## config.mk

```make
export PLATFORM = sky130hd
export DESIGN_NAME = dotted_decimal_address_parser_core
export DESIGN_NICKNAME = d
export VERILOG_FILES = /design/src/sv/dda_pkg.sv /design/src/sv/dda_in_stage.sv /design/src/sv/dda_parse.sv /design/src/sv/dda_out_stage.sv /design/src/sv/dotted_decimal_address_parser_core.sv
export SDC_FILE = /design/constraint.sdc
export NUM_CORES = 1
export LEC_CHECK = 0
export BUFFER_PORTS_ARGS = -buffer_cell sky130_fd_sc_hd__buf_2
export CAP_MARGIN = 40
export CORE_UTILIZATION = 55
export CTS_CLUSTER_DIAMETER = 150
export CTS_CLUSTER_SIZE = 14
export DETAILED_ROUTE_END_ITERATION = 16
export GPL_ROUTABILITY_DRIVEN = 0
export PLACE_DENSITY = 0.76
export SKIP_LAST_GASP = 1
export SYNTH_ARGS = -nofsm -noshare
export SYNTH_HDL_FRONTEND = slang
export SYNTH_HIERARCHICAL = 1
export SYNTH_SLANG_ARGS = --single-unit
```

## constraint.sdc

```tcl
create_clock -name clock -period 3.4 [get_ports clock]
set_input_delay 0.34 -clock clock [delete_from_list [all_inputs] [get_ports clock]]
set_output_delay 0.34 -clock clock [all_outputs]
set_load 0.05 [all_outputs]
```

## src/sv/dda_pkg.sv

```systemverilog
// Shared types and constants of the dotted-decimal address parser.
package dda_pkg;

   localparam int CHAR_W = 8;
   localparam int ADDR_W = 32;

   localparam logic [CHAR_W-1:0] CHAR_NUL  = 8'h00;
   localparam logic [CHAR_W-1:0] CHAR_DOT  = 8'h2E;
   localparam logic [CHAR_W-1:0] CHAR_ZERO = 8'h30;
   localparam logic [CHAR_W-1:0] CHAR_NINE = 8'h39;

   localparam logic [1:0] DOTS_NONE  = 2'd0;
   localparam logic [1:0] DOTS_ONE   = 2'd1;
   localparam logic [1:0] DOTS_TWO   = 2'd2;
   localparam logic [1:0] DOTS_THREE = 2'd3;

   typedef struct packed {
      logic              valid;
      logic [CHAR_W-1:0] character;
   } item_type;

   typedef struct packed {
      logic              valid;
      logic [ADDR_W-1:0] address;
      logic              malformed;
   } result_type;

endpackage

```

## src/sv/dda_in_stage.sv

```systemverilog
// Input register for one address character.
module dda_in_stage (
   input  logic                       clock,
   input  logic                       reset,
   input  logic                       req_tvalid,
   output logic                       req_tready,
   input  logic [dda_pkg::CHAR_W-1:0] req_tdata,
   input  logic                       take,
   output dda_pkg::item_type          item
);
   import dda_pkg::*;

   logic              valid_ff, valid_in;
   logic [CHAR_W-1:0] char_ff;

   assign req_tready = !valid_ff || take;
   assign valid_in   = (req_tvalid && req_tready) || (valid_ff && !take);

   always_ff @(posedge clock) begin
      if (reset) begin
         valid_ff <= 1'b0;
      end else begin
         valid_ff <= valid_in;
      end
   end

   always_ff @(posedge clock) begin
      if (req_tvalid && req_tready) begin
         char_ff <= req_tdata;
      end
   end

   assign item.valid     = valid_ff;
   assign item.character = char_ff;

endmodule

```

## src/sv/dda_parse.sv

```systemverilog
// Parse state: decimal accumulator, dot count, stored parts and packing.
module dda_parse (
   input  logic                 clock,
   input  logic                 reset,
   input  dda_pkg::item_type    item,
   input  logic                 out_space,
   output logic                 take,
   output dda_pkg::result_type  result
);
   import dda_pkg::*;

   logic [ADDR_W-1:0] acc_ff, acc_in;
   logic [1:0]        dots_ff, dots_in;
   logic              err_ff, err_in;
   logic [ADDR_W-1:0] part0_ff;
   logic [23:0]       part1_ff;
   logic [15:0]       part2_ff;
   logic              is_nul, is_digit, is_dot;
   logic [3:0]        digit;
   logic [ADDR_W-1:0] packed_addr;

   assign is_nul   = (item.character == CHAR_NUL);
   assign is_dot   = (item.character == CHAR_DOT);
   assign is_digit = (item.character >= CHAR_ZERO) && (item.character <= CHAR_NINE);
   assign digit    = item.character[3:0];

   assign take = item.valid && (!is_nul || out_space);

   always_comb begin
      acc_in  = acc_ff;
      dots_in = dots_ff;
      err_in  = err_ff;
      if (take) begin
         if (is_nul) begin
            acc_in  = '0;
            dots_in = DOTS_NONE;
            err_in  = 1'b0;
         end else if (!err_ff) begin
            if (is_digit) begin
               acc_in = {acc_ff[ADDR_W-4:0], 3'b000} + {acc_ff[ADDR_W-2:0], 1'b0}
                        + {{(ADDR_W-4){1'b0}}, digit};
            end else if (is_dot) begin
               if (dots_ff == DOTS_THREE) begin
                  err_in = 1'b1;
               end else begin
                  dots_in = dots_ff + 2'd1;
                  acc_in  = '0;
               end
            end else begin
               err_in = 1'b1;
            end
         end
      end
   end

   always_ff @(posedge clock) begin
      if (reset) begin
         acc_ff  <= '0;
         dots_ff <= DOTS_NONE;
         err_ff  <= 1'b0;
      end else begin
         acc_ff  <= acc_in;
         dots_ff <= dots_in;
         err_ff  <= err_in;
      end
   end

   // store the closed part at the slot named by the dot count
   always_ff @(posedge clock) begin
      if (take && !is_nul && !err_ff && is_dot) begin
         unique case (dots_ff)
            DOTS_NONE:  part0_ff <= acc_ff;
            DOTS_ONE:   part1_ff <= acc_ff[23:0];
            DOTS_TWO:   part2_ff <= acc_ff[15:0];
            DOTS_THREE: ;
         endcase
      end
   end

   always_comb begin
      unique case (dots_ff)
         DOTS_THREE: packed_addr = {acc_ff[7:0], 24'h0} | {part2_ff, 16'h0}
                                   | {part1_ff, 8'h0} | part0_ff;
         DOTS_TWO:   packed_addr = {acc_ff[7:0], 24'h0} | {part1_ff, 8'h0} | part0_ff;
         DOTS_ONE:   packed_addr = {acc_ff[7:0], 24'h0} | part0_ff;
         DOTS_NONE:  packed_addr = {acc_ff[7:0], 24'h0};
      endcase
   end

   assign result.valid     = take && is_nul;
   assign result.address   = err_ff ? '0 : packed_addr;
   assign result.malformed = err_ff;

endmodule

```

## src/sv/dda_out_stage.sv

```systemverilog
// Result register holding one packed address word.
module dda_out_stage (
   input  logic                       clock,
   input  logic                       reset,
   input  dda_pkg::result_type        result,
   output logic                       out_space,
   output logic                       rsp_tvalid,
   input  logic                       rsp_tready,
   output logic [dda_pkg::ADDR_W-1:0] rsp_tdata,
   output logic [0:0]                 rsp_tuser
);
   import dda_pkg::*;

   logic              valid_ff, valid_in;
   logic [ADDR_W-1:0] addr_ff;
   logic              bad_ff;

   assign out_space = !valid_ff || rsp_tready;
   assign valid_in  = result.valid || (valid_ff && !rsp_tready);

   always_ff @(posedge clock) begin
      if (reset) begin
         valid_ff <= 1'b0;
      end else begin
         valid_ff <= valid_in;
      end
   end

   always_ff @(posedge clock) begin
      if (result.valid) begin
         addr_ff <= result.address;
         bad_ff  <= result.malformed;
      end
   end

   assign rsp_tvalid   = valid_ff;
   assign rsp_tdata    = addr_ff;
   assign rsp_tuser[0] = bad_ff;

endmodule

```

## src/sv/dotted_decimal_address_parser_core.sv

```systemverilog
// Top level of the dotted-decimal address parser.
// Takes one address character per word and accepts a new word every cycle
// unless a terminator waits for room in the result register (sustained rate
// one character per clock). A zero character closes the string and yields one
// result word: the character is held in the input register, then the decimal
// multiply-by-ten-and-add, dot handling and address packing land in the result
// register. The input side keeps taking characters while a finished result
// waits; only a terminator waits for room in the result register. Malformed
// strings return address 0 with the flag set.
module dotted_decimal_address_parser_core (
   input  logic                       clock,
   input  logic                       reset,
   input  logic                       req_tvalid,
   output logic                       req_tready,
   input  logic [dda_pkg::CHAR_W-1:0] req_tdata,   // [7:0] character
   output logic                       rsp_tvalid,
   input  logic                       rsp_tready,
   output logic [dda_pkg::ADDR_W-1:0] rsp_tdata,   // [31:0] address
   output logic [0:0]                 rsp_tuser    // [0] malformed
);
   import dda_pkg::*;

   item_type   item;
   result_type result;
   logic       take;
   logic       out_space;

   dda_in_stage u_in (
      .clock      (clock),
      .reset      (reset),
      .req_tvalid (req_tvalid),
      .req_tready (req_tready),
      .req_tdata  (req_tdata),
      .take       (take),
      .item       (item)
   );

   dda_parse u_parse (
      .clock     (clock),
      .reset     (reset),
      .item      (item),
      .out_space (out_space),
      .take      (take),
      .result    (result)
   );

   dda_out_stage u_out (
      .clock      (clock),
      .reset      (reset),
      .result     (result),
      .out_space  (out_space),
      .rsp_tvalid (rsp_tvalid),
      .rsp_tready (rsp_tready),
      .rsp_tdata  (rsp_tdata),
      .rsp_tuser  (rsp_tuser)
   );

endmodule

```

==> results of run 1 <==
worst paths after layout:
check	startpoint	end	slack, ps	cells past startpoint
worst max-delay path	u_parse/acc_ff[0]	u_parse/acc_ff[28]	310	11
worst min-delay path	req_tdata[3]	u_in/char_ff[3]	100	1
worst max register to register	u_parse/acc_ff[0]	u_parse/acc_ff[28]	310	11
worst min register to register	u_parse/acc_ff[31]	u_parse/part0_ff[31]	430	0
logic make-up (layout without fill, tap and decap cells):
group | count (synthesis) | after routing | share of synthesized area (%)
DFF | 150 | 150 | 56.20
AOI/OAI and AO/OA | 173 | 173 | 16.18
xor gates and xnor gates | 19 | 19 | 2.262
and+or+nand+nor | 166 | 166 | 10.87
buffers and inverters | 49 | 108 | 2.960
muxes | 2 | 2 | 0.2722
adders and majority gates | 65 | 65 | 11.26
metrics by stage:
stage | setup slack [ps] | utilization, %
after floorplan | 136.6 | -
after global placement | 417.0 | 60.45
after detailed placement | 338.0 | 60.45
after CTS | 324.2 | 64.62
after global routing | 76.00 | 64.62
final | 308.9 | 64.62
routing by layer:
metal / part of all wire, % / global-route usage (%) / vias to the layer above
li1: - / - / 2441
met1: 42 / 30.43 / 2423
met2: 49 / 39.93 / 177
met3: 6.1 / 4.070 / 38
met4: 2.9 / 11.38 / 0
met5: 0 / 0 / -
registers in the layout (all words and copies together), names as in the netlist:
name and flops:
u_parse/acc_ff 32, u_parse/part1_ff 24, u_parse/err_ff 1, u_in/valid_ff 1
u_out/rsp_tvalid 1, u_parse/part2_ff 16, u_in/char_ff 8, u_out/rsp_tuser 1
u_out/rsp_tdata 32, u_parse/dots_ff 2, u_parse/part0_ff 32
cell type report:
type	count	area, µm²	share of cell area [%]
Clock buffer	18	429.2	5.178
Clock inverter	13	106.4	1.283
Inverter	23	86.33	1.042
Multi-Input combinational cell	425	3027	36.52
Sequential cell	150	4134	49.88
Tap cell	172	215.2	2.597
Timing Repair Buffer	54	290.3	3.502
synthesized netlist by cell type, types with 3 or more instances:
master     number
o21ai_1         4
xor2_1         13
a221oi_1        8
a21oi_2         4
or3_1           5
xnor2_1         6
nor2b_1         3
nand4_1         7
nand2_1        50
and2_1          9
a31oi_1         5
a32o_1          3
a21boi_1        3
a21oi_1        55
inv_1          23
a22o_1          5
dfxtp_1        37
edfxtp_1      113
clkbuf_1       13
ha_1           63
o21ai_0        26
o32ai_1         7
nor3_1          6
nand3_1        10
o31ai_1         4
buf_2           7
nand2b_1        4
nor2_1         53
o211ai_1        6
o21a_1          6
a21o_1         14
or2_2           4
o2111ai_1       3
report_power, final:
part	switching, W	internal (W)	total (W)
clock	0.000715	0.000995	0.00171
sequential	0.0000104	0.00196	0.00197
combinational	0.0000295	0.0000169	0.0000464
critical path: stages (launching register included):
cell,delay [ps]
dfxtp_1,450
inv_1,100
fa_1,510
inv_1,70
fa_1,450
a21o_1,210
nand4_1,140
a21o_1,190
a21oi_1,100
o41a_1,430
o2111ai_1,210
o211ai_1,110
==> run metrics, run 1 <==
Pleak between 3 and 4 nW; Die H 117.6 µm; DR vias 5079; Clock Latency Late Sink 420 ps; Pwr Total 0.003722 W; share of cells above drive strength 1 approximately 16%; Worst Path Arrival 3390 ps; first-pass detailed-route iteration total 5; cell count after synthesis around 620; share of the synthesized area in the top cell type a little under half; Post-CTS Setup Repair Bufs 0; run status completed; Hold WS between 90 and 100 ps; Final Cell Area 8288 µm²; DP Area 7752 µm²; # clock sinks 150; Port Buf Inserts 46; Row Count 41; Mapped Area roughly 7400 µm²; Final Hold Fails 0; fill cell count ~970; pin count of the biggest net entering global routing 37; max_slew headroom between 50% and 60%; EDFF count, synth roughly 110; Final Setup Violations 0; CTS H-tree depth 4; syn avg cell area between 10 and 15 µm²; average wire per standard cell around 18 µm; Worst Max-Slew Pin Slew roughly 690 ps; crit share post-route 90.91%; Ys Warns 6; RSZ-0062 raised after global routing no; sequential fraction of the synthesis area a little under three fifths; first-pass GRT wire length 25470 µm; critical path class reg2reg; Critical Path Fanout Max 8; Root Driver clkbuf_16; final worst path period need slightly above 3000 ps; Final Non-Filler Cells 855; Die W between 100 and 150 µm; leading area contributor after synthesis edfxtp_1; total congestion overflow 0; Antenna Cells 0; clock buffer depth 2; Layout area overhead 12.67%; die area roughly 14000 µm²; flops & latches, synth 150; area of the core 12820 µm²; TNS Setup 0 ps; Max Clk Rate approximately 320 MHz; PostCTS Resize Cnt 0; commonest non-fill, non-tap cells in the layout edfxtp_1, ha_1, a21oi_1; Layout Skew 8.220 ps; effective utilization at floorplan 57.36%; Final nets about 750; Slew Viols, Final 0; number of remaining DRC errors 0; number of max-cap violations 0; antenna viol nets, final 0; Hold-fix buffers, CTS 0; Synth area leaders edfxtp_1, ha_1, dfxtp_1; P per Cell Area roughly 450 nW/µm²; main flop type after synthesis edfxtp_1; GR Util All Layers a little under a quarter; worst min-delay path category in2reg; most common cell after layout, fill and taps aside edfxtp_1; Worst Path Required about 3700 ps; antenna violations before repair 0; Top Ports 47; Mapped Nets approximately 700; maximum vdd ir drop 0.2417 mV; DRT iter0 DRCs around 440; Post-synth ARST share 0%; Worst Setup End Kind flip-flop; Netlist cell types 67; CTS tree yes; Startpoint Class flip-flop; Via-to-Cell Ratio 5.940; final wirelength ~16000 µm; TritonCTS buffer count 17; Inst Count DP ~820; Clock transition at path regs 60 ps; vias in the first global route 4956; dpl hpwl between 10000 and 15000 µm
Note: power is estimated with default switching activity, not from simulation.
==> run 2: changes to the inputs <==
--- a/config.mk
+++ b/config.mk
@@ -7,12 +7,11 @@
 export LEC_CHECK = 0
 export BUFFER_PORTS_ARGS = -buffer_cell sky130_fd_sc_hd__buf_2
 export CAP_MARGIN = 40
-export CORE_UTILIZATION = 55
+export CORE_UTILIZATION = 45
 export CTS_CLUSTER_DIAMETER = 150
 export CTS_CLUSTER_SIZE = 14
 export DETAILED_ROUTE_END_ITERATION = 16
 export GPL_ROUTABILITY_DRIVEN = 0
-export PLACE_DENSITY = 0.76
 export SKIP_LAST_GASP = 1
 export SYNTH_ARGS = -nofsm -noshare
 export SYNTH_HDL_FRONTEND = slang
==> run metrics, run 2 (synthesis gave the netlist of run 1 again) <==
run status completed (unchanged); most common cell after layout, fill and taps aside edfxtp_1 (unchanged); Final Hold Fails 0 (unchanged); Critical Path Fanout Max 8 (unchanged); Worst Setup End Kind flip-flop (unchanged); die area 16860 µm² (was 13840 µm²); average wire per standard cell 17.80 µm (was 18.37 µm); antenna viol nets, final 0 (unchanged); RSZ-0062 raised after global routing no (unchanged); clock buffer depth 2 (unchanged); vias in the first global route 4958 (was 4956); Worst Path Required 3690 ps (was 3700 ps); first-pass detailed-route iteration total 5 (unchanged); Critical R2R Capture u_parse/acc_ff[28] (unchanged); RR Startpoint u_parse/acc_ff[2] (was u_parse/acc_ff[0]); max_slew headroom 55.01% (was 53.83%); first-pass GRT wire length 26180 µm (was 25470 µm); worst min-delay path category in2reg (unchanged); Clock Latency Late Sink 420 ps (about the same); Worst Path Arrival 3370 ps (was 3390 ps); Hold-fix buffers, CTS 0 (unchanged); P per Cell Area 462.7 nW/µm² (was 449.1 nW/µm²); CTS tree yes (unchanged); number of remaining DRC errors 0 (unchanged); Hold Path End u_in/char_ff[2] (was u_in/char_ff[3]); Pleak 3.291 nW (was 3.246 nW); DRT iter0 DRCs 309 (was 438); Die H 129.9 µm (was 117.6 µm); Layout Skew 8.653 ps (was 8.220 ps); Slew Viols, Final 0 (unchanged); Antenna Cells 0 (unchanged); dpl hpwl 11670 µm (was 11160 µm); effective utilization at floorplan 46.14% (was 57.36%); Core Util, Final 52.82% (was 64.62%); GR Util All Layers 20.76% (was 23.98%); total congestion overflow 0 (unchanged); hold path startpoint req_tdata[2] (was req_tdata[3]); area of the core 15940 µm² (was 12820 µm²); critical path class reg2reg (unchanged); Root Driver clkbuf_16 (unchanged); R2R setup slack 320 ps (was 310 ps); fill cell count 1422 (was 966); Top Ports 47 (unchanged); PostCTS Resize Cnt 0 (unchanged); Post-CTS Setup Repair Bufs 0 (unchanged); antenna violations before repair 0 (unchanged); TritonCTS buffer count 17 (unchanged); Hold Path Stages 1 (unchanged); maximum vdd ir drop 0.3222 mV (was 0.2417 mV); Row Count 46 (was 41); TNS Setup 0 ps (unchanged); DR vias 5008 (was 5079); Layout area overhead 14.48% (was 12.67%); pre-CTS setup slack 338.8 ps (was 338.0 ps); # clock sinks 150 (unchanged); Via-to-Cell Ratio 5.558 (was 5.940); Final Setup Violations 0 (unchanged); worst setup margin 324.3 ps (was 308.9 ps); Final nets 749 (was 748); pin count of the biggest net entering global routing 37 (unchanged); Port Buf Inserts 46 (unchanged); Clock transition at path regs 60 ps (about the same); Startpoint Class flip-flop (unchanged); Worst Max-Slew Pin Slew 674.8 ps (was 692.5 ps); commonest non-fill, non-tap cells in the layout edfxtp_1, ha_1, a21oi_1 (unchanged); share of cells above drive strength 1 16.50% (was 15.67%); final worst path period need 3076 ps (was 3091 ps); CTS H-tree depth 4 (unchanged); Max Clk Rate 325.1 MHz (was 323.5 MHz); Die W 129.9 µm (was 117.6 µm); cell count of the worst reg-to-reg path 11 (unchanged); crit share post-route 90.46% (was 90.91%); final wirelength 16040 µm (was 15710 µm); number of max-cap violations 0 (unchanged)
[run 2: layout make-up]
| type | instances | area [µm²] | area share [%] |
|---|---|---|---|
| flip-flops and latches | 150 | 4134 | 49.09 |
| clock buffers | 17 | 425.4 | 5.052 |
| inverters | 23 | 86.33 | 1.025 |
| clock inverters | 15 | 167.7 | 1.991 |
| well taps | 216 | 270.3 | 3.210 |
| repair buffers | 55 | 310.3 | 3.685 |
| multi-input cells | 425 | 3027 | 35.94 |
[run 2: power breakdown]
group          switching [W]  internal, W   total, W
clock network       0.000785      0.00110    0.00189
logic              0.0000288    0.0000167  0.0000455
registers         0.00000969      0.00195    0.00196
[run 2: worst max-delay path, cell delays in order, from the launching register on]
cell	delay (ps)
dfxtp_1	460
inv_1	90
fa_1	480
inv_1	70
fa_1	460
a21o_1	210
nand4_1	130
a21o_1	200
a21oi_1	100
o41a_1	430
o2111ai_1	200
o211ai_1	120
[run 2: layer usage]
metal	up-vias	global-route usage, %	part of all wire, %
met5	-	0	0
met4	0	6.977	1.5
met3	20	4.387	3.8
met2	141	34.70	49
met1	2396	26.84	45
li1	2451	-	-
[run 2: per-stage QoR]
step	instances	instance area (µm²)	power [W]	hold slack [ps]
floorplan	624	7356	0.002032	402.4
global placement	869	7828	0.002049	419.7
detailed placement	869	7828	0.002050	423.6
CTS	901	8421	0.003930	79.47
global route	901	8421	0.004015	78.37
finish	901	8421	0.003896	94.33
[run 2: worst max-delay path by stage]
stage                               to  cells past startpoint         startpoint
finish              u_parse/acc_ff[28]                     11  u_parse/acc_ff[2]
global route        u_parse/acc_ff[28]                     11  u_parse/acc_ff[2]
CTS                 u_parse/acc_ff[28]                     11  u_parse/acc_ff[2]
detailed placement  u_parse/acc_ff[28]                     11  u_parse/acc_ff[2]
global placement    u_parse/acc_ff[28]                     11  u_parse/acc_ff[2]
floorplan           u_parse/acc_ff[28]                      7    u_in/char_ff[1]
==> run 3: changes to the inputs <==
--- a/config.mk
+++ b/config.mk
@@ -7,6 +7,7 @@
 export LEC_CHECK = 0
 export BUFFER_PORTS_ARGS = -buffer_cell sky130_fd_sc_hd__buf_2
 export CAP_MARGIN = 40
+export CORE_MARGIN = 3
 export CORE_UTILIZATION = 45
 export CTS_CLUSTER_DIAMETER = 150
 export CTS_CLUSTER_SIZE = 14
==> run metrics, run 3 (synthesis gave the netlist of run 1 again) <==
Slew Viols, Final 0 (unchanged); Critical R2R Capture u_parse/acc_ff[28] (unchanged); sw frac 21.04% (was 21.14%); die area 17920 µm² (was 16860 µm²); clock power share 48.3% (was 48.4%); share of cells above drive strength 1 16.20% (was 16.50%); Pwr Total 0.003892 W (was 0.003896 W); Layout Skew 10.62 ps (was 8.653 ps); first-pass detailed-route iteration total 4 (was 5); Comb power frac 1.2% (about the same); final wirelength 16440 µm (was 16040 µm); most common cell after layout, fill and taps aside edfxtp_1 (unchanged); hold path startpoint req_tdata[6] (was req_tdata[2]); Worst Path Arrival 3440 ps (was 3370 ps); Root Driver clkbuf_16 (unchanged); first-pass GRT wire length 26570 µm (was 26180 µm); CTS tree yes (unchanged); Hold Path End u_in/char_ff[6] (was u_in/char_ff[2]); Hold-fix buffers, CTS 0 (unchanged); vias in the first global route 5081 (was 4958); Max Clk Rate 316.7 MHz (was 325.1 MHz); run status completed (unchanged); Antenna Cells 0 (unchanged); DR vias 4938 (was 5008); pin count of the biggest net entering global routing 37 (unchanged); # clock sinks 150 (unchanged); Via-to-Cell Ratio 5.481 (was 5.558); total congestion overflow 0 (unchanged); antenna viol nets, final 0 (unchanged); commonest non-fill, non-tap cells in the layout edfxtp_1, ha_1, a21oi_1 (unchanged); area of the core 15940 µm² (unchanged); max_slew headroom 55.03% (was 55.01%); clock buffer depth 2 (unchanged); P per Cell Area 462.1 nW/µm² (was 462.7 nW/µm²); final worst path period need 3157 ps (was 3076 ps); Final Hold Fails 0 (unchanged); Worst Max-Slew Pin Slew 674.6 ps (was 674.8 ps); Startpoint Class flip-flop (unchanged); RSZ-0062 raised after global routing no (unchanged); average wire per standard cell 18.25 µm (was 17.80 µm); Port Buf Inserts 46 (unchanged); RR Startpoint u_parse/acc_ff[2] (unchanged); sequential power share 50.5% (was 50.4%); crit share post-route 92.86% (was 90.46%); effective utilization at floorplan 46.14% (unchanged); Worst Path Required 3690 ps (about the same); Row Count 46 (unchanged); TritonCTS buffer count 17 (unchanged); TNS Setup 0 ps (unchanged); Top Ports 47 (unchanged); Slowest cell on crit path dfxtp_1 (was fa_1); antenna violations before repair 0 (unchanged); CTS H-tree depth 4 (unchanged); Pleak 3.280 nW (was 3.291 nW); CP cell instances inv_1 -> fa_1 -> inv_1 -> fa_1 -> a21o_1 -> nand4_1 -> a21o_1 -> a21oi_1 -> o41a_1 -> o2111ai_1 -> o211ai_1 (unchanged); Clock transition at path regs 60 ps (about the same); worst min-delay path category in2reg (unchanged); cell count of the worst reg-to-reg path 11 (unchanged); dpl hpwl 11810 µm (was 11670 µm); Worst Setup End Kind flip-flop (unchanged); PostCTS Resize Cnt 0 (unchanged); Clock Latency Late Sink 420 ps (about the same); maximum vdd ir drop 0.3371 mV (was 0.3222 mV); Int Power 0.003073 W (was 0.003072 W); number of max-cap violations 0 (unchanged); Critical Path Fanout Max 8 (unchanged); Die W 133.9 µm (was 129.9 µm); DRT iter0 DRCs 310 (was 309); Post-CTS Setup Repair Bufs 0 (unchanged); R2R setup slack 240 ps (was 320 ps); Final nets 749 (unchanged); Crit path largest cell delay 490 ps (was 480 ps); critical path class reg2reg (unchanged); GR Util All Layers 19.23% (was 20.76%); number of remaining DRC errors 0 (unchanged); Die H 133.9 µm (was 129.9 µm); Hold Path Stages 1 (unchanged); Psw 0.0008189 W (was 0.0008236 W); Final Setup Violations 0 (unchanged); Layout area overhead 14.49% (was 14.48%)
-- run 3: changes by cell type in the layout (fill, tap and decap cells not counted), sizes merged --
cell      before  now
clkinv         6    4
clkinvlp       0    2
-- run 3: stage by stage --
| step | cells | hold WS (ps) | util [%] | worst slack (ps) | instance area [µm²] |
|---|---|---|---|---|---|
| global placement | 869 | 418.9 | 49.10 | 425.1 | 7828 |
| detailed placement | 869 | 431.2 | 49.10 | 324.6 | 7828 |
| global route | 901 | 79.14 | 52.83 | 50.55 | 8422 |
| floorplan | 624 | 402.4 | - | 136.6 | 7356 |
| CTS | 901 | 82.77 | 52.83 | 304.0 | 8422 |
| finish | 901 | 101.3 | 52.83 | 242.6 | 8422 |
-- run 3: power groups by stage --
stage	Combinational, W	Sequential, W	Clock, W
after floorplan	0.0000320	0.00200	0
after global placement	0.0000453	0.00200	0
after detailed placement	0.0000464	0.00200	0
after CTS	0.0000466	0.00196	0.00192
after global routing	0.0000510	0.00196	0.00200
final	0.0000467	0.00196	0.00188
-- run 3: worst max-delay path by stage --
| stage | to | slack [ps] | cells past startpoint | startpoint |
|---|---|---|---|---|
| after floorplan | u_parse/acc_ff[28] | 140 | 7 | u_in/char_ff[1] |
| after detailed placement | u_parse/acc_ff[28] | 320 | 11 | u_parse/acc_ff[2] |
| after global routing | u_parse/acc_ff[28] | 50 | 11 | u_parse/acc_ff[2] |
| after CTS | u_parse/acc_ff[28] | 300 | 11 | u_parse/acc_ff[2] |
| after global placement | u_parse/acc_ff[28] | 430 | 11 | u_parse/acc_ff[2] |
| final | u_parse/acc_ff[28] | 240 | 11 | u_parse/acc_ff[2] |
-- run 3: cell type report --
cell class / instances / area, µm²
Clock buffer: 17 / 425.4
Tap cell: 216 / 270.3
Timing Repair Buffer: 55 / 310.3
Sequential cell: 150 / 4134
Clock inverter: 15 / 168.9
Inverter: 23 / 86.33
Fill cell: 1382 / 7521
Multi-Input combinational cell: 425 / 3027
-- run 3: worst max-delay path, delay by kind of cell, from the launching register on --
family / cells / cell delay [ps]
compound gates: 6 / 1290
simple gates: 1 / 140
buf+inv: 2 / 170
flops: 1 / 490
fa+ha+maj: 2 / 950
-- run 3: layer usage --
metal | GRT usage, % | vias up | part of all wire [%]
met5 | 0 | - | 0
met4 | 6.229 | 0 | 1.6
met3 | 4.089 | 23 | 3.8
met2 | 31.81 | 96 | 49
met1 | 25.46 | 2375 | 46
li1 | - | 2444 | -
